[config.mk]
export PLATFORM = sky130hd
export DESIGN_NAME = gauge_pot_step_calibrator
export DESIGN_NICKNAME = d
export VERILOG_FILES = /design/src/hw/rtl/gpsc_pkg.sv /design/src/hw/rtl/gpsc_mem.sv /design/src/hw/rtl/gpsc_step.sv /design/src/hw/rtl/gauge_pot_step_calibrator.sv
export SDC_FILE = /design/constraint.sdc
export NUM_CORES = 1
export LEC_CHECK = 0
export BUFFER_PORTS_ARGS = -buffer_cell sky130_fd_sc_hd__buf_2
export CAP_MARGIN = 30
export CORE_UTILIZATION = 62
export CTS_CLUSTER_DIAMETER = 40
export DETAILED_ROUTE_END_ITERATION = 16
export PLACE_DENSITY = 0.79
export REMOVE_ABC_BUFFERS = 1
export SLEW_MARGIN = 20
export SYNTH_ARGS = -nofsm -noshare
export SYNTH_HDL_FRONTEND = slang
export SYNTH_SLANG_ARGS = --single-unit
[constraint.sdc]
create_clock -name i_clk -period 6.85 [get_ports i_clk]
set_input_delay 0.685 -clock i_clk [delete_from_list [all_inputs] [get_ports i_clk]]
set_output_delay 0.685 -clock i_clk [all_outputs]
set_load 0.01 [all_outputs]
[src/hw/rtl/gpsc_pkg.sv]
`default_nettype none

package gpsc_pkg;

    // gauge count and reset pot positions
    localparam int GAUGES          = 16;
    localparam int INIT_AMP_POS    = 128;
    localparam int INIT_BRIDGE_POS = 128;

    // entry index width, at least one bit
    localparam int GIDX_W = (GAUGES > 1) ? $clog2(GAUGES) : 1;

    localparam int POS_W  = 8;
    localparam int TGT_W  = 10;
    localparam int TOL_W  = 10;
    localparam int SMP_W  = 10;
    localparam int CFG_W  = 10;
    localparam int CIDX_W = 2;

    localparam logic [TGT_W-1:0] TGT_MIN_RST = TGT_W'(15);
    localparam logic [TGT_W-1:0] TGT_AMP_RST = TGT_W'(300);
    localparam logic [TOL_W-1:0] TOL_RST     = TOL_W'(5);
    localparam logic [POS_W-1:0] POS_MAX     = '1;

    typedef enum logic [3:0] {
        K_BRIDGE_MIN = 4'd0,
        K_AMP_STEP   = 4'd1,
        K_BRIDGE_AMP = 4'd2,
        K_CLR_BRIDGE = 4'd3,
        K_CLR_AMP    = 4'd4,
        K_WR_BRIDGE  = 4'd5,
        K_WR_AMP     = 4'd6,
        K_WR_TGT_MIN = 4'd7,
        K_WR_TGT_AMP = 4'd8
    } t_kind;

    typedef enum logic [CIDX_W-1:0] {
        CFG_TOL_NO_AMP   = 2'd0,
        CFG_TOL_WITH_AMP = 2'd1,
        CFG_SKIP_BROKEN  = 2'd2
    } t_cfg_idx;

    typedef enum logic {
        S_IDLE = 1'b0,
        S_CALC = 1'b1
    } t_state;

    typedef struct packed {
        logic [3:0]       kind;
        logic [3:0]       gauge;
        logic [SMP_W-1:0] sample;
        logic [TGT_W-1:0] value;
    } t_in;

    typedef struct packed {
        logic [POS_W-1:0] amp_wiper;
        logic [POS_W-1:0] bridge_wiper;
        logic             bridge_done;
        logic             amp_done;
        logic             broken;
    } t_out;

    // one gauge record as held in the state memory
    typedef struct packed {
        logic [POS_W-1:0] bridge_pos;
        logic [POS_W-1:0] amp_pos;
        logic [TGT_W-1:0] tgt_min;
        logic [TGT_W-1:0] tgt_amp;
        logic             bridge_done;
        logic             amp_done;
        logic             broken;
    } t_entry;

    localparam t_entry ENTRY_RST = '{
        bridge_pos:  POS_W'(INIT_BRIDGE_POS),
        amp_pos:     POS_W'(INIT_AMP_POS),
        tgt_min:     TGT_MIN_RST,
        tgt_amp:     TGT_AMP_RST,
        bridge_done: 1'b0,
        amp_done:    1'b0,
        broken:      1'b0
    };

    typedef struct packed {
        logic              rd_en;
        logic [GIDX_W-1:0] rd_idx;
        logic              wr_en;
        logic [GIDX_W-1:0] wr_idx;
    } t_mem_ctl;

    typedef struct packed {
        logic [TOL_W-1:0] tol_no_amp;
        logic [TOL_W-1:0] tol_with_amp;
        logic             skip_broken;
    } t_cfg;

endpackage

`default_nettype wire

[src/hw/rtl/gpsc_mem.sv]
`default_nettype none

module gpsc_mem
    import gpsc_pkg::*;
(
    input  wire logic     i_clk,
    input  wire logic     i_rst_n,
    input  wire t_mem_ctl i_ctl,
    input  wire t_entry   i_wr_data,
    output t_entry        o_rd_data
);

    t_entry            r_mem [GAUGES];
    logic [GAUGES-1:0] r_valid;
    t_entry            r_rd_data;
    logic              r_rd_valid;

    always_ff @(posedge i_clk) begin
        if (i_ctl.wr_en) begin
            r_mem[i_ctl.wr_idx] <= i_wr_data;
        end
        if (i_ctl.rd_en) begin
            r_rd_data <= r_mem[i_ctl.rd_idx];
        end
    end

    // written-once bits stand in for the reset values of the array
    always_ff @(posedge i_clk) begin
        if (!i_rst_n) begin
            r_valid    <= '0;
            r_rd_valid <= 1'b0;
        end else begin
            if (i_ctl.wr_en) begin
                r_valid[i_ctl.wr_idx] <= 1'b1;
            end
            if (i_ctl.rd_en) begin
                r_rd_valid <= r_valid[i_ctl.rd_idx];
            end
        end
    end

    assign o_rd_data = r_rd_valid ? r_rd_data : ENTRY_RST;

endmodule

`default_nettype wire

[src/hw/rtl/gpsc_step.sv]
`default_nettype none

module gpsc_step
    import gpsc_pkg::*;
(
    input  wire t_in    i_item,
    input  wire t_entry i_entry,
    input  wire t_cfg   i_cfg,
    output t_entry      o_entry,
    output t_out        o_res,
    output logic        o_in_range
);

    logic                  step;
    logic                  use_amp_pot;
    logic [TGT_W-1:0]      target;
    logic [TOL_W-1:0]      tol;
    logic [POS_W-1:0]      pos;
    logic                  stage_done;
    logic signed [SMP_W+1:0] s_smp;
    logic signed [SMP_W+1:0] s_lo;
    logic signed [SMP_W+1:0] s_hi;
    logic [POS_W-1:0]      n_pos;
    logic                  n_done;
    logic                  n_bad;
    t_entry                upd;

    assign o_in_range = 32'(i_item.gauge) < 32'(GAUGES);

    always_comb begin
        step        = 1'b0;
        use_amp_pot = 1'b0;
        target      = i_entry.tgt_amp;
        tol         = i_cfg.tol_with_amp;
        case (t_kind'(i_item.kind))
            K_BRIDGE_MIN: begin
                step   = 1'b1;
                target = i_entry.tgt_min;
                tol    = i_cfg.tol_no_amp;
            end
            K_AMP_STEP: begin
                step        = 1'b1;
                use_amp_pot = 1'b1;
            end
            K_BRIDGE_AMP: begin
                step = 1'b1;
            end
            default: begin
                step = 1'b0;
            end
        endcase
    end

    assign pos        = use_amp_pot ? i_entry.amp_pos : i_entry.bridge_pos;
    assign stage_done = use_amp_pot ? i_entry.amp_done : i_entry.bridge_done;

    // band bounds are signed and unclipped
    assign s_smp = $signed({2'b00, i_item.sample});
    assign s_lo  = $signed({2'b00, target}) - $signed({2'b00, tol});
    assign s_hi  = $signed({2'b00, target}) + $signed({2'b00, tol});

    always_comb begin
        n_pos  = pos;
        n_done = stage_done;
        n_bad  = i_entry.broken;
        if (!(stage_done || (i_cfg.skip_broken && i_entry.broken))) begin
            if (s_smp < s_lo) begin
                n_pos = pos - POS_W'(1);
                if (pos == '0) begin
                    n_done = 1'b1;
                    n_bad  = 1'b1;
                end
            end else if (s_smp > s_hi) begin
                n_pos = pos + POS_W'(1);
                if (pos == POS_MAX) begin
                    n_done = 1'b1;
                    n_bad  = 1'b1;
                end
            end else begin
                n_done = 1'b1;
            end
        end
    end

    always_comb begin
        upd = i_entry;
        if (step) begin
            upd.broken = n_bad;
            if (use_amp_pot) begin
                upd.amp_pos  = n_pos;
                upd.amp_done = n_done;
            end else begin
                upd.bridge_pos  = n_pos;
                upd.bridge_done = n_done;
            end
        end else begin
            case (t_kind'(i_item.kind))
                K_CLR_BRIDGE: upd.bridge_done = 1'b0;
                K_CLR_AMP:    upd.amp_done    = 1'b0;
                K_WR_BRIDGE:  upd.bridge_pos  = i_item.value[POS_W-1:0];
                K_WR_AMP:     upd.amp_pos     = i_item.value[POS_W-1:0];
                K_WR_TGT_MIN: upd.tgt_min     = i_item.value;
                K_WR_TGT_AMP: upd.tgt_amp     = i_item.value;
                default:      upd             = i_entry;
            endcase
        end
    end

    assign o_entry = upd;

    always_comb begin
        o_res = '0;
        if (o_in_range) begin
            o_res.amp_wiper    = (t_kind'(i_item.kind) == K_BRIDGE_MIN) ? POS_MAX : upd.amp_pos;
            o_res.bridge_wiper = upd.bridge_pos;
            o_res.bridge_done  = upd.bridge_done;
            o_res.amp_done     = upd.amp_done;
            o_res.broken       = upd.broken;
        end
    end

endmodule

`default_nettype wire

[src/hw/rtl/gauge_pot_step_calibrator.sv]
// channel   | direction | handshake                 | beat
// ----------+-----------+---------------------------+--------------------------------
// in        | input     | i_in_valid / o_in_stall   | t_in: kind, gauge, sample, value
// out       | output    | o_out_valid / i_out_stall | t_out: wipers and flags
// cfg       | input     | i_cfg_we, no handshake    | i_cfg_idx, i_cfg_data
//
// an item is read from memory on accept, then modified and written back
// the read-modify-write of the gauge record holds off a new item until the last one is written back
// synchronous active-low reset; no clearing pass, per-entry written bits give reset values
// a stalled result sits in the output register, the next result in a hold register
// new beats are refused only while a result is in flight or the hold register is full
`default_nettype none

module gauge_pot_step_calibrator
    import gpsc_pkg::*;
(
    input  wire logic              i_clk,
    input  wire logic              i_rst_n,
    input  wire logic              i_in_valid,
    output logic                   o_in_stall,
    input  wire t_in               i_in_data,
    output logic                   o_out_valid,
    input  wire logic              i_out_stall,
    output t_out                   o_out_data,
    input  wire logic              i_cfg_we,
    input  wire logic [CIDX_W-1:0] i_cfg_idx,
    input  wire logic [CFG_W-1:0]  i_cfg_data
);

    t_state   r_state;
    t_state   n_state;
    t_in      r_item;
    t_cfg     r_cfg;
    t_mem_ctl mem_ctl;
    t_entry   rd_entry;
    t_entry   wr_entry;
    t_out     res;
    logic     in_range;
    logic     in_acc;
    logic     out_free;
    t_out     r_out;
    logic     r_out_v;
    t_out     r_hold;
    logic     r_hold_v;

    // configuration registers
    always_ff @(posedge i_clk) begin
        if (!i_rst_n) begin
            r_cfg.tol_no_amp   <= TOL_RST;
            r_cfg.tol_with_amp <= TOL_RST;
            r_cfg.skip_broken  <= 1'b0;
        end else if (i_cfg_we) begin
            case (t_cfg_idx'(i_cfg_idx))
                CFG_TOL_NO_AMP:   r_cfg.tol_no_amp   <= i_cfg_data[TOL_W-1:0];
                CFG_TOL_WITH_AMP: r_cfg.tol_with_amp <= i_cfg_data[TOL_W-1:0];
                CFG_SKIP_BROKEN:  r_cfg.skip_broken  <= i_cfg_data[0];
                default:          r_cfg              <= r_cfg;
            endcase
        end
    end

    // busy while a record is being modified and written back; hold full also blocks
    assign o_in_stall = (r_state != S_IDLE) || r_hold_v;
    assign in_acc     = i_in_valid && !o_in_stall;
    assign out_free   = !r_out_v || !i_out_stall;

    always_ff @(posedge i_clk) begin
        if (!i_rst_n) begin
            r_state <= S_IDLE;
        end else begin
            r_state <= n_state;
        end
    end

    always_comb begin
        n_state        = r_state;
        mem_ctl.rd_en  = 1'b0;
        mem_ctl.rd_idx = GIDX_W'(i_in_data.gauge);
        mem_ctl.wr_en  = 1'b0;
        mem_ctl.wr_idx = GIDX_W'(r_item.gauge);
        case (r_state)
            S_IDLE: begin
                if (in_acc) begin
                    mem_ctl.rd_en = 1'b1;
                    n_state       = S_CALC;
                end
            end
            S_CALC: begin
                // write back only for a gauge that exists
                mem_ctl.wr_en = in_range;
                n_state       = S_IDLE;
            end
            default: begin
                n_state = S_IDLE;
            end
        endcase
    end

    always_ff @(posedge i_clk) begin
        if (in_acc) begin
            r_item <= i_in_data;
        end
    end

    gpsc_mem u_mem (
        .i_clk     (i_clk),
        .i_rst_n   (i_rst_n),
        .i_ctl     (mem_ctl),
        .i_wr_data (wr_entry),
        .o_rd_data (rd_entry)
    );

    gpsc_step u_step (
        .i_item     (r_item),
        .i_entry    (rd_entry),
        .i_cfg      (r_cfg),
        .o_entry    (wr_entry),
        .o_res      (res),
        .o_in_range (in_range)
    );

    // output register with a one-deep hold behind it
    always_ff @(posedge i_clk) begin
        if (!i_rst_n) begin
            r_out_v  <= 1'b0;
            r_hold_v <= 1'b0;
        end else begin
            if (r_state == S_CALC) begin
                if (out_free) begin
                    r_out_v <= 1'b1;
                end else begin
                    r_hold_v <= 1'b1;
                end
            end else if (r_hold_v && out_free) begin
                r_out_v  <= 1'b1;
                r_hold_v <= 1'b0;
            end else if (out_free) begin
                r_out_v <= 1'b0;
            end
        end
    end

    always_ff @(posedge i_clk) begin
        if (r_state == S_CALC) begin
            if (out_free) begin
                r_out <= res;
            end else begin
                r_hold <= res;
            end
        end else if (r_hold_v && out_free) begin
            r_out <= r_hold;
        end
    end

    assign o_out_valid = r_out_v;
    assign o_out_data  = r_out;

    // an accepted beat always goes to the modify cycle next
    a_acc_calc: assert property (@(posedge i_clk) disable iff (!i_rst_n)
        in_acc |=> (r_state == S_CALC))
        else $error("accepted beat did not reach modify cycle");

    // hold register fills only behind a waiting result
    a_hold_out: assert property (@(posedge i_clk) disable iff (!i_rst_n)
        r_hold_v |-> r_out_v)
        else $error("hold full with output empty");

    // no result in flight while the hold register is full
    a_calc_hold: assert property (@(posedge i_clk) disable iff (!i_rst_n)
        (r_state == S_CALC) |-> !r_hold_v)
        else $error("result computed with hold full");

    // memory writes only in the modify cycle, never with a read
    a_wr_calc: assert property (@(posedge i_clk) disable iff (!i_rst_n)
        mem_ctl.wr_en |-> ((r_state == S_CALC) && !mem_ctl.rd_en))
        else $error("memory write outside modify cycle");

endmodule

`default_nettype wire

==> key figures, run 1 <==
Synth
  – Post-synthesis average cell area: 18.4 um^2
  – Yosys reg bits: 770
  – Count leader, synth: edfxtp_1
  – Share of the synthesized area in the top cell type: 68.6%
  – Synth top area cells: edfxtp_1 (69%), mux4_2 (14%), dfxtp_1 (2.6%)
  – Area leader, netlist: edfxtp_1
  – Post-synthesis cell type count: 83
  – Post-synth EDFFs: approximately 730
  – Post-synth top cells: edfxtp_1 (729), mux4_2 (200), nand2_1 (127)
  – Mapped Area: 31,900 um^2
  – Post-synthesis instance total: between 1,500 and 2,000
  – Post-synth ARST share: 0%
  – Post-synthesis sequential area ratio: 71.1%
  – Ys Warns: 0
  – Top_reg_cell synth: edfxtp_1

Clock network
  – CTS tree: yes
  – Sink Count: 770
  – Cts bufs inserted: 90
  – Hold-fix buffers, CTS: 0
  – Root Driver: clkbuf_16
  – Clock transition at path regs: 0.06 ns
  – # H-tree levels: 3
  – Post-CTS setup buffers: 0
  – # resized after CTS: 0
  – Worst-Skew Late Latency: 0.66 ns
  – Max Buffers Root-to-Sink: 3

Die
  – Io pins: 66
  – Rows: 82
  – Core box area: 50,500 um^2
  – Die width: 229 um
  – Starting Density: 63.2%
  – Die height: about 230 um
  – DIE AREA: 52,400 um^2

Worst hold path
  – Worst hold-check path type: input pin to flip-flop

Worst setup path
  – CP startpoint kind: flip-flop
  – Crit path capture: u_mem.r_mem[8][26]
  – Setup crit end kind: flip-flop
  – Worst Path Required: 7.18 ns
  – Crit-path max FO: 16
  – CP startpoint: r_item[24]
  – Worst setup path category: flip-flop to flip-flop
  – CP Data Arrival Time: 6.62 ns
  – R2R setup slack: 0.56 ns
  – Reg-to-Reg Start: r_item[24]
  – Cells on worst reg2reg path: 22
  – FF-to-FF End: u_mem.r_mem[8][26]

Routing
  – DR vias/cell: 6.89
  – Iteration-0 DRC Markers: ~2,600
  – WL/cell: 32.1 um
  – Post-route ant nets: 0
  – Pre-Repair DR Iteration Count: 7
  – Via count: 18,002
  – Final WL: approximately 84 mm
  – DRC: 0

Timing
  – Max_slew headroom: 34.0%
  – Max-slew violation count: 0
  – Unrepaired setup endpoints after global routing: no
  – Sum of negative setup slack: 0 ns
  – Top achievable clock speed: 0.159 GHz
  – Clock Skew: 0.0549 ns
  – Tightest Pin Transition: 0.987 ns
  – Final Critical Period: 6.29 ns
  – Final period util: 91.8%
  – Final Hold Viols: 0
  – # setup viols final: 0
  – Setup WS post-layout: 0.559 ns

Power and ir drop
  – PD cells: 295 nW/um^2
  – Total power: approximately 11,000 uW
  – Cell-internal power: 8370 uW
  – Clock share of power: 45.2%
  – Max VDD drop: 312 uV
  – Reg power frac: 48.9%
  – Switching power: roughly 2400 uW
  – Leak pwr: ~0.012 uW
  – Comb pwr share: ~6%
  – Net Sw Frac: roughly 22%

Layout
  – Multi-input gate area: 8890 um^2
  – FF+latch area: 22,700 um^2
  – NumNets Final: between 1,500 and 2,000
  – Ant. Diodes: 0
  – Layout area overhead: 14.6%
  – Fill count: 2,878
  – Layout cells sized above 1: roughly 28%
  – Final core area utilization: 72.5%

GRT
  – Vias in the first global route: 18,286
  – First-pass GRT wire length: roughly 120 mm
  – Grt total ovfl: 0
  – Initial antenna violation count: 1
  – Largest net degree at the start of global routing: 91
  – GRT Util Overall: roughly 33%

Placed design
  – I/O Buffers: 65
  – Global placement routability congestion: 0.992
  – Post-DP HPWL: 47.8 mm
  – Setup slack at placement: about 0.34 ns

Job
  – Max Cap Violations: 0

Run status
  – Status: finished, final reports clean
==> stage by stage <==
stage                     instance area (um^2)  hold WS [ns]  instances
after global routing                     36600         0.202       2614
after floorplan                          31500         0.435       1641
final                                    36600         0.222       2614
after CTS                                36500         0.201       2609
after global placement                   33300         0.441       2435
after detailed placement                 33400         0.454       2443
==> critical path, stage by stage, from the launching register on <==
cell and delay, ns:
edfxtp_1 0.38, or3_1 0.53, or2_2 0.44, buf_4 0.19, nand2_1 0.06, nand2_1 0.07, ha_1 0.39, a21oi_1 0.27
o21bai_1 0.10, a21oi_1 0.25, o21ai_0 0.19, a21o_1 0.20, a21oi_1 0.16, xor2_1 0.19, ha_1 0.27, nand4_1 0.12
nor3_1 0.10, nor4_4 0.35, and2_1 0.38, nand4_1 0.16, a21oi_2 0.35, xor2_1 0.13, o221ai_2 0.66
==> logic make-up (layout without fill, tap and decap cells) <==
family / after synthesis / count (layout) / share of synthesized area, %
fa+ha+maj: 46 / 46 / 1.84
simple gates: 326 / 326 / 4.97
buf+inv: 127 / 335 / 1.64
mux: 239 / 239 / 15.5
flops: 770 / 770 / 71.1
compound gates: 202 / 202 / 4.30
xor+xnor: 24 / 24 / 0.658
==> sequential cells by signal, indices dropped and copies added, names as in the netlist <==
name / flops
r_hold: 19
mem_ctl: 4
r_cfg: 21
r_state: 1
o_out_data: 19
u_mem.r_mem: 624
u_mem.r_rd_valid: 1
r_item: 24
o_out_valid: 1
u_mem.r_valid: 16
u_mem.r_rd_data: 39
r_hold_v: 1
==> power by group through the flow <==
stage	combinational [uW]	clock, uW	sequential (uW)
finish	634	4880	5280
global route	675	5090	5280
CTS	624	4910	5270
detailed placement	617	0	5370
global placement	598	0	5370
floorplan	357	0	5350
==> cells in the final DEF, fill, tap and decap left out, types with 29 or more instances in the layout <==
cell type,instances
edfxtp_1,729
mux4_2,200
nand2_1,127
clkbuf_16,90
buf_2,64
buf_4,62
a21oi_1,54
nor2_1,49
ha_1,43
dfxtp_1,40
nand3_1,36
inv_1,33
mux2i_1,29
o21ai_0,29
==> final cells by class <==
class,instances,share of cell area [%]
Clock buffer,103,6.29
Clock inverter,63,2.05
Inverter,34,0.349
Multi-Input combinational cell,837,24.3
Sequential cell,770,62.1
Tap cell,672,2.30
Timing Repair Buffer,135,2.65
==> worst min-delay path by stage <==
stage          cells past startpoint         startpoint                end  slack (ns)
2_1_floorplan                      1  u_mem.r_valid[10]  u_mem.r_valid[10]        0.44
3_3_place_gp                       1  u_mem.r_valid[10]  u_mem.r_valid[10]        0.44
3_5_place_dp                       1   u_mem.r_valid[9]   u_mem.r_valid[9]        0.45
4_1_cts                            1      i_in_data[13]         r_item[13]        0.20
5_1_grt                            1      i_in_data[11]         r_item[11]        0.20
6_report                           1      i_in_data[13]         r_item[13]        0.22
==> per-layer routing <==
layer	vias to the layer above	GRT usage [%]	share of wire [%]
met5	-	0	0
met4	0	13.1	3.8
met3	230	6.40	11
met2	1315	51.7	48
met1	9173	46.5	38
li1	7284	-	-
No activity file was read; power rests on OpenSTA's default activity.
==> inputs of run 2 (changes only) <==
--- a/config.mk
+++ b/config.mk
@@ -10,6 +10,8 @@
 export CORE_UTILIZATION = 62
 export CTS_CLUSTER_DIAMETER = 40
 export DETAILED_ROUTE_END_ITERATION = 16
+export GPL_TIMING_DRIVEN = 0
+export MAX_ROUTING_LAYER = met4
 export PLACE_DENSITY = 0.79
 export REMOVE_ABC_BUFFERS = 1
 export SLEW_MARGIN = 20
==> run 2 against run 1 <==
Maximum frequency fell by 3.9%. Sequential cell count is the same. Power rose by 3.4%. Worst hold slack got worse by 0.028 ns. Non-clock buffer count increased by 26. Clock-buffer cell count rose by 2. Combinational power is 4.9% higher. Critical path type unchanged.
==> key figures, run 2 (synthesized netlist as in run 1, its figures left out) <==
Run status
  – Status: finished, final reports clean

Layout
  – Most frequent cells in the layout: edfxtp_1 (729), mux4_2 (200), nand2_1 (127)
  – Max reg flops: 624 (unchanged)
  – Fill count: 2,708 (-5.9%)
  – Largest Register: u_mem.r_mem
  – NumNets Final: 1,989 (+1.6%)
  – Final Cell Area: 37,800 um^2 (+3.3%)
  – Commonest non-fill, non-tap cell in the layout: edfxtp_1
  – Layout area overhead: 18.4%
  – Final core area utilization: 74.9% (+2.4 points)
  – Layout cells sized above 1: 30.4% (+2.5 points)
  – Largest registers: u_mem.r_mem x624, u_mem.r_rd_data x39, r_item x24

Worst setup path
  – Critical path's slowest cell: edfxtp_1
  – Crit. path cell count: 23 (+4.5%)
  – Buf/Inv on CP: 4 (+3)
  – Worst Path Required: 7.22 ns (+0.04 ns)
  – Critical path's largest stage delay: 0.82 ns (+0.16 ns)
  – Crit-path max FO: 21 (+5)
  – Worst setup path category: flip-flop to flip-flop
  – CP Data Arrival Time: 6.92 ns (+0.30 ns)
  – Crit path max-delay family: compound AO/OA/AOI/OAI gates
  – Cell Chain, Critical Path: or2_4 -> nand2_1 -> o21a_1 -> inv_1 -> ha_1 -> inv_1 -> fa_1 -> nor2b_1 -> o311ai_2 -> a21oi_1 -> nor2_1 -> xnor2_1 -> ha_1 -> a211o_1 -> o2111ai_1 -> o211a_1 -> o211ai_1 -> buf_4 -> a41oi_1 -> nand2b_1 -> xnor2_1 -> o221ai_2 -> clkbuf_4
  – CP startpoint kind: flip-flop
  – Cells on worst reg2reg path: 23 (+4.5%)
  – Setup crit end kind: flip-flop

Routing
  – Post-route ant nets: 0 (unchanged)
  – Via count: 18,529 (+2.9%)
  – Final WL: 86.2 mm (+2.7%)
  – Pre-Repair DR Iteration Count: 7 (unchanged)
  – DRC: 0 (unchanged)
  – Routed met1 length: 31.9 mm (+0.84%)
  – Met3 Routed Length: 9.39 mm (+4.7%)
  – DR vias/cell: 6.99 (+1.5%)
  – WL/cell: 32.5 um (+1.3%)
  – Uppermost layer routed: met4
  – Routed length on met2: 41.1 mm (+2.3%)
  – Iteration-0 DRC Markers: 2,886 (+11%)

Timing
  – # setup viols final: 0 (unchanged)
  – Final Hold Viols: 0 (unchanged)
  – Clock Skew: 0.0330 ns (-0.0219 ns)
  – Max_slew headroom: 29.4% (-4.7 points)
  – Final period util: 95.5% (+3.7 points)
  – Final Critical Period: 6.55 ns (+0.254 ns)
  – Max-slew violation count: 0 (unchanged)
  – Top achievable clock speed: 0.153 GHz (-3.9%)
  – Tightest Pin Transition: 1.05 ns (+0.0655 ns)
  – Unrepaired setup endpoints after global routing: no

Worst hold path
  – Hold path cells: 1 (unchanged)
  – Worst hold-check path type: input pin to flip-flop

Clock network
  – Worst-Skew Late Latency: 0.66 ns (about the same)
  – Hold-fix buffers, CTS: 0 (unchanged)
  – Sink Count: 770 (unchanged)
  – CTS tree: yes
  – Root Driver: clkbuf_16
  – # H-tree levels: 3 (unchanged)
  – Max Buffers Root-to-Sink: 3 (unchanged)
  – Clock transition at path regs: 0.07 ns (about the same)
  – Cts bufs inserted: 95 (+5.6%)

Die
  – Core box area: 50,500 um^2 (unchanged)
  – Rows: 82 (unchanged)
  – DIE AREA: 52,400 um^2 (unchanged)
  – Starting Density: 63.2% (unchanged)
  – Die width: 229 um (unchanged)
  – Die height: 229 um (unchanged)
  – Io pins: 66 (unchanged)

GRT
  – First-pass GRT wire length: 126 mm (+2.2%)
  – Vias in the first global route: 18,463 (+0.97%)
  – GRT Util Overall: 34.8% (+1.8 points)
  – Largest net degree at the start of global routing: 67 (-26%)
  – Grt total ovfl: 0 (unchanged)
  – Initial antenna violation count: 2 (+1)

Power and ir drop
  – Max VDD drop: 245 uV (-21%)
  – Reg power frac: 47.2% (-1.7 points)
  – Switching power: 2550 uW (+5.6%)
  – Clock share of power: 46.8% (+1.6 points)
  – Net Sw Frac: 22.8% (+0.46 points)
  – Cell-internal power: 8610 uW (+2.8%)
  – Leak pwr: 0.0129 uW (+3.8%)
  – Comb pwr share: 6.0% (about the same)
  – PD cells: 295 nW/um^2 (+0.14%)

Placed design
  – Placed Instance Area: 34,200 um^2 (+2.4%)
  – I/O Buffers: 65 (unchanged)
  – Post-DP HPWL: 50.1 mm (+4.9%)
  – Global placement routability congestion: 0.944 (-4.8%)

Job
  – Max Cap Violations: 0 (unchanged)
run 2: cell count changes in the layout (fill, tap and decap cells not counted), moves of 5 or more:
cell        before  now
buf_12           2    8
buf_16           4   30
buf_4           62   50
buf_6            1    7
clkbuf_1        13    7
clkbuf_16       90   98
clkinv_2        12    6
clkinvlp_4       8   14
inv_8            1    7
o21ai_0         29   24
run 2: metal layers:
metal | up-vias | GRT usage, %
li1 | 7352 | -
met1 | 9419 | 47.0
met2 | 1483 | 52.7
met3 | 275 | 6.97
met5 | - | -
met4 | 0 | 14.1
run 2: per-stage QoR:
step	setup slack [ns]	power [uW]	instances	hold WS [ns]	TNS, ns
2_1_floorplan	0.482	5700	1641	0.435	0
3_3_place_gp	-2.42	5960	2378	0.441	-855.91
3_5_place_dp	-0.907	5980	2459	0.450	-127.32
4_1_cts	0.00350	11200	2638	0.176	0
5_1_grt	0.0580	11400	2650	0.184	0
6_report	0.305	11200	2650	0.195	0
run 2: worst paths after layout:
kind | to | slack, ns | startpoint
max | u_mem.r_mem[5][28] | 0.30 | r_item[25]
min | r_item[4] | 0.19 | i_in_data[4]
min reg2reg | u_mem.r_valid[15] | 0.46 | u_mem.r_valid[15]
max reg2reg | u_mem.r_mem[5][28] | 0.30 | r_item[25]
run 2: cell type report:
type	instances	area, um^2	share of cell area (%)
flip-flops and latches	770	22700	60.1
clock buffers	105	2480	6.56
repair buffers	161	1790	4.74
multi-input cells	837	8980	23.8
clock inverters	70	840	2.22
inverters	34	131	0.348
well taps	672	841	2.23
diodes	1	2.50	0.00662
run 2: worst register-to-register path, delay by kind of cell (launching register included):
kind            cells  cell delay, ns
flops               1            0.82
simple gates        5            1.29
buf+inv             4            0.76
fa+ha+maj           3            0.92
compound gates      9            2.12
xor+xnor            2            0.35
run 2: power groups by stage:
stage                     logic, uW  registers, uW  clock network, uW
final                           665           5270               5220
after global routing            701           5270               5420
after CTS                       644           5270               5250
after detailed placement        617           5370                  0
after global placement          585           5370                  0
after floorplan                 357           5350                  0
run 2: timing repair:
item                                    in CTS  in global routing
resized for setup                           14                  8
pin swaps                                    1                  0
endpoints found under the setup margin     306                248
buffers inserted                             4                  6
==> inputs of run 3 (changes only) <==
--- a/config.mk
+++ b/config.mk
@@ -5,14 +5,15 @@
 export SDC_FILE = /design/constraint.sdc
 export NUM_CORES = 1
 export LEC_CHECK = 0
+export ABC_AREA = 1
 export BUFFER_PORTS_ARGS = -buffer_cell sky130_fd_sc_hd__buf_2
 export CAP_MARGIN = 30
-export CORE_UTILIZATION = 62
+export CORE_UTILIZATION = 63
 export CTS_CLUSTER_DIAMETER = 40
 export DETAILED_ROUTE_END_ITERATION = 16
 export GPL_TIMING_DRIVEN = 0
 export MAX_ROUTING_LAYER = met4
-export PLACE_DENSITY = 0.79
+export PLACE_DENSITY = 0.8
 export REMOVE_ABC_BUFFERS = 1
 export SLEW_MARGIN = 20
 export SYNTH_ARGS = -nofsm -noshare
==> constraint.sdc (replaced) <==
create_clock -name i_clk -period 6.31 [get_ports i_clk]
set_input_delay 0.631 -clock i_clk [delete_from_list [all_inputs] [get_ports i_clk]]
set_output_delay 0.631 -clock i_clk [all_outputs]
set_load 0.01 [all_outputs]
==> run 3 against run 2 <==
Die area rose by 1.5%. Sequential share of layout area is 0.62 points lower. Non-clock buffer count shrank 28. Combinational power grew 53%. Clock power is 2% higher. Critical path depth is 3 higher. Register-to-register slack lost 0.06 ns. Setup slack got worse by 0.065 ns. Wire length rose by 0.90%. Utilization down 0.74 points. Power rose by 8.9%. Sequential power increased by 9.9%. Critical endpoint is now u_mem.r_mem[12][30]. Highest routed layer unchanged.
==> key figures, run 3 <==
GRT
  – Largest net degree at the start of global routing: 117 (+75%)
  – First-pass GRT wire length: 128 mm (+2.1%)
  – GRT Util Overall: 33.7% (-1.1 points)
  – Grt total ovfl: 0 (unchanged)
  – Vias in the first global route: 21,568 (+17%)
  – Initial antenna violation count: 0 (-2)

Synth
  – Count leader, synth: edfxtp_1
  – Mux cell area share after synthesis: 5.04% (-10 points)
  – Post-synthesis average cell area: 12.5 um^2 (-32%)
  – Simple-gate share of the synthesized area: 7.11% (+2.1 points)
  – Yosys reg bits: 770 (unchanged)
  – Post-synth ARST share: 0% (unchanged)
  – Largest family of logic cells by synthesized area: compound AO/OA/AOI/OAI gates
  – Ys Warns: 0 (unchanged)
  – Synth top area cells: edfxtp_1 (66%), mux2i_1 (4.9%), o21ai_0 (3.9%)
  – Top_reg_cell synth: edfxtp_1
  – Area fraction in compound gates after synthesis: 11.6% (+7.3 points)
  – Post-synthesis cell type count: 41 (-51%)
  – Area leader, netlist: edfxtp_1
  – Post-synth top cells: edfxtp_1 (729), nand2_1 (279), inv_1 (267)
  – Xor and xnor area share after synthesis: 0.426% (-0.23 points)
  – Share of the synthesized area in the top cell type: 66.5% (-2.1 points)
  – Post-synth EDFFs: 729 (unchanged)
  – Mapped Area: 32,900 um^2 (+3.1%)
  – Post-synthesis instance total: 2,644 (+52%)
  – Synth Area in Adders: 1.76% (-0.086 points)
  – Post-synthesis sequential area ratio: 69.0% (-2.2 points)

Timing
  – Top achievable clock speed: 0.165 GHz (+7.8%)
  – Max-slew violation count: 0 (unchanged)
  – Setup WS post-layout: 0.240 ns (-0.0647 ns)
  – Max_slew headroom: 32.2% (+2.9 points)
  – # setup viols final: 0 (unchanged)
  – Final Hold Viols: 0 (unchanged)
  – Final period util: 96.2% (+0.65 points)
  – Tightest Pin Transition: 1.02 ns (-0.0362 ns)
  – Clock Skew: 0.0273 ns (-0.00569 ns)
  – Final Critical Period: 6.07 ns (-0.475 ns)

Worst hold path
  – Worst hold-check path type: input pin to flip-flop
  – Hold path cells: 1 (unchanged)
  – Hold endpoint: r_item[8]
  – Hold Crit Start: i_in_data[8]

Die
  – Die width: 231 um (+0.73%)
  – Core box area: 51,500 um^2 (+2.0%)
  – Die height: 231 um (+0.73%)
  – Io pins: 66 (unchanged)
  – Rows: 83 (+1.2%)
  – DIE AREA: 53,200 um^2 (+1.5%)
  – Starting Density: 63.9% (+0.67 points)

Worst setup path
  – CP startpoint kind: flip-flop
  – R2R setup slack: 0.24 ns (-0.06 ns)
  – Reg-to-Reg Start: u_mem.r_rd_valid
  – Setup crit end kind: flip-flop
  – Cells on worst reg2reg path: 26 (+13%)
  – Worst setup path category: flip-flop to flip-flop
  – Buf/Inv on CP: 3 (-1)
  – CP Data Arrival Time: 6.31 ns (-0.61 ns)
  – Critical path's slowest cell: dfxtp_2
  – Critical path's largest stage delay: 0.55 ns (-0.27 ns)
  – Crit-path max FO: 25 (+19%)
  – Worst Path Required: 6.55 ns (-0.67 ns)
  – Crit path max-delay family: simple AND/OR/NAND/NOR gates
  – FF-to-FF End: u_mem.r_mem[12][30]
  – CP startpoint: u_mem.r_rd_valid
  – Most common cell on crit path: nand2_1

Layout
  – Ant. Diodes: 0 (-1)
  – NumNets Final: 2,811 (+41%)
  – Final Cell Area: 38,200 um^2 (+1.0%)
  – Largest registers: u_mem.r_mem x624, u_mem.r_rd_data x39, r_item x24
  – Max reg flops: 624 (unchanged)
  – Layout cells sized above 1: 12.7% (-18 points)
  – Largest Register: u_mem.r_mem
  – Layout area overhead: 16.0%
  – Most frequent cells in the layout: edfxtp_1 (729), nand2_1 (278), inv_1 (262)
  – Commonest non-fill, non-tap cell in the layout: edfxtp_1

Placed design
  – Placed Instance Area: 34,900 um^2 (+2.1%)
  – Post-DP HPWL: 49.0 mm (-2.3%)
  – Setup slack at placement: -0.169 ns (+0.738 ns)
  – Global placement routability congestion: 0.914 (-3.2%)
  – I/O Buffers: 65 (unchanged)

Clock network
  – Sink Count: 770 (unchanged)
  – CTS tree: yes
  – Cts bufs inserted: 90 (-5.3%)
  – Clock transition at path regs: 0.06 ns (about the same)
  – # H-tree levels: 3 (unchanged)
  – Root Driver: clkbuf_16
  – Worst-Skew Late Latency: 0.65 ns (about the same)
  – Max Buffers Root-to-Sink: 3 (unchanged)

Power and ir drop
  – Leak pwr: 0.0144 uW (+11%)
  – PD cells: 318 nW/um^2 (+7.8%)
  – Max VDD drop: 243 uV (-0.87%)

Routing
  – DRC: 0 (unchanged)
  – Final WL: 87.0 mm (+0.90%)
  – Iteration-0 DRC Markers: 3,020 (+4.6%)
  – DR vias/cell: 6.40 (-8.5%)
  – Post-route ant nets: 0 (unchanged)
  – Via count: 22,238 (+20%)
  – Pre-Repair DR Iteration Count: 7 (unchanged)
  – WL/cell: 25.0 um (-23%)

Run status
  – Status: finished, final reports clean

Job
  – Max Cap Violations: 0 (unchanged)
[run 3: changes by cell type in the layout (fill, tap and decap cells not counted), sizes merged, moves of 70 or more]
| cell | change |
|---|---|
| o21ai | +228 |
| nand3 | +72 |
| a21oi | +164 |
| inv | +236 |
| nor2 | +70 |
| mux4 | -200 |
| mux2i | +129 |
| nand2 | +159 |
| o211ai | +163 |
[run 3: area by class of cell]
cell class	instances	area [um^2]
Multi-Input combinational cell	1448	8720
Fill cell	3019	13300
Tap cell	680	851
Timing Repair Buffer	133	1720
Clock inverter	64	727
Inverter	278	1060
Clock buffer	103	2390
Sequential cell	770	22700
[run 3: how the worst max path moves through the flow]
stage                           to  slack, ns  cells after the start
6_report       u_mem.r_mem[12][30]       0.24                     26
2_1_floorplan            r_hold[0]       1.01                     22
4_1_cts         u_mem.r_mem[0][30]       0.15                     26
3_5_place_dp         o_out_data[5]      -0.17                     31
5_1_grt         u_mem.r_mem[1][28]     -0.007                     25
3_3_place_gp   u_mem.r_rd_data[31]      -3.96                      5
[run 3: per-stage QoR]
stage	hold WS [ns]	util, %	power [uW]	instances	TNS (ns)
6_report	0.164	74.1	12100	3476	0
3_5_place_dp	0.439	67.8	6870	3294	-1.75
4_1_cts	0.146	73.9	12100	3461	0
5_1_grt	0.156	74.1	12500	3476	-0.0193
2_1_floorplan	0.423	-	6450	2496	0
3_3_place_gp	0.434	65.0	6830	3241	-805.29
[run 3: where the power goes]
group	total [uW]	switching (uW)	leakage, uW	internal [uW]
sequential	5790	45.9	0.00709	5750
clock	5340	2150	0.00149	3180
combinational	1020	715	0.00578	301
total	12100	2910	0.0144	9230
[run 3: cells by family (layout without fill, tap and decap cells)]
logic type	after synthesis	after routing
xor gates and xnor gates	16	16
adders and majority gates	45	45
DFF	770	770
AOI/OAI and AO/OA	673	673
muxes	165	165
buffers and inverters	426	578
and+or+nand+nor	549	549
[run 3: what timing repair did]
action,in CTS,in global routing
setup buffers,0,4
gates resized for setup,3,6
pin swaps,0,0
endpoints found under the setup margin,35,311
hold buffers,0,0
[run 3: routing by layer]
layer / track usage (%) / share of wire [%] / vias to the layer above
li1: - / - / 9722
met1: 42.9 / 37 / 10724
met2: 52.9 / 48 / 1521
met3: 6.24 / 11 / 271
met4: 15.6 / 4.3 / 0
met5: - / 0 / -
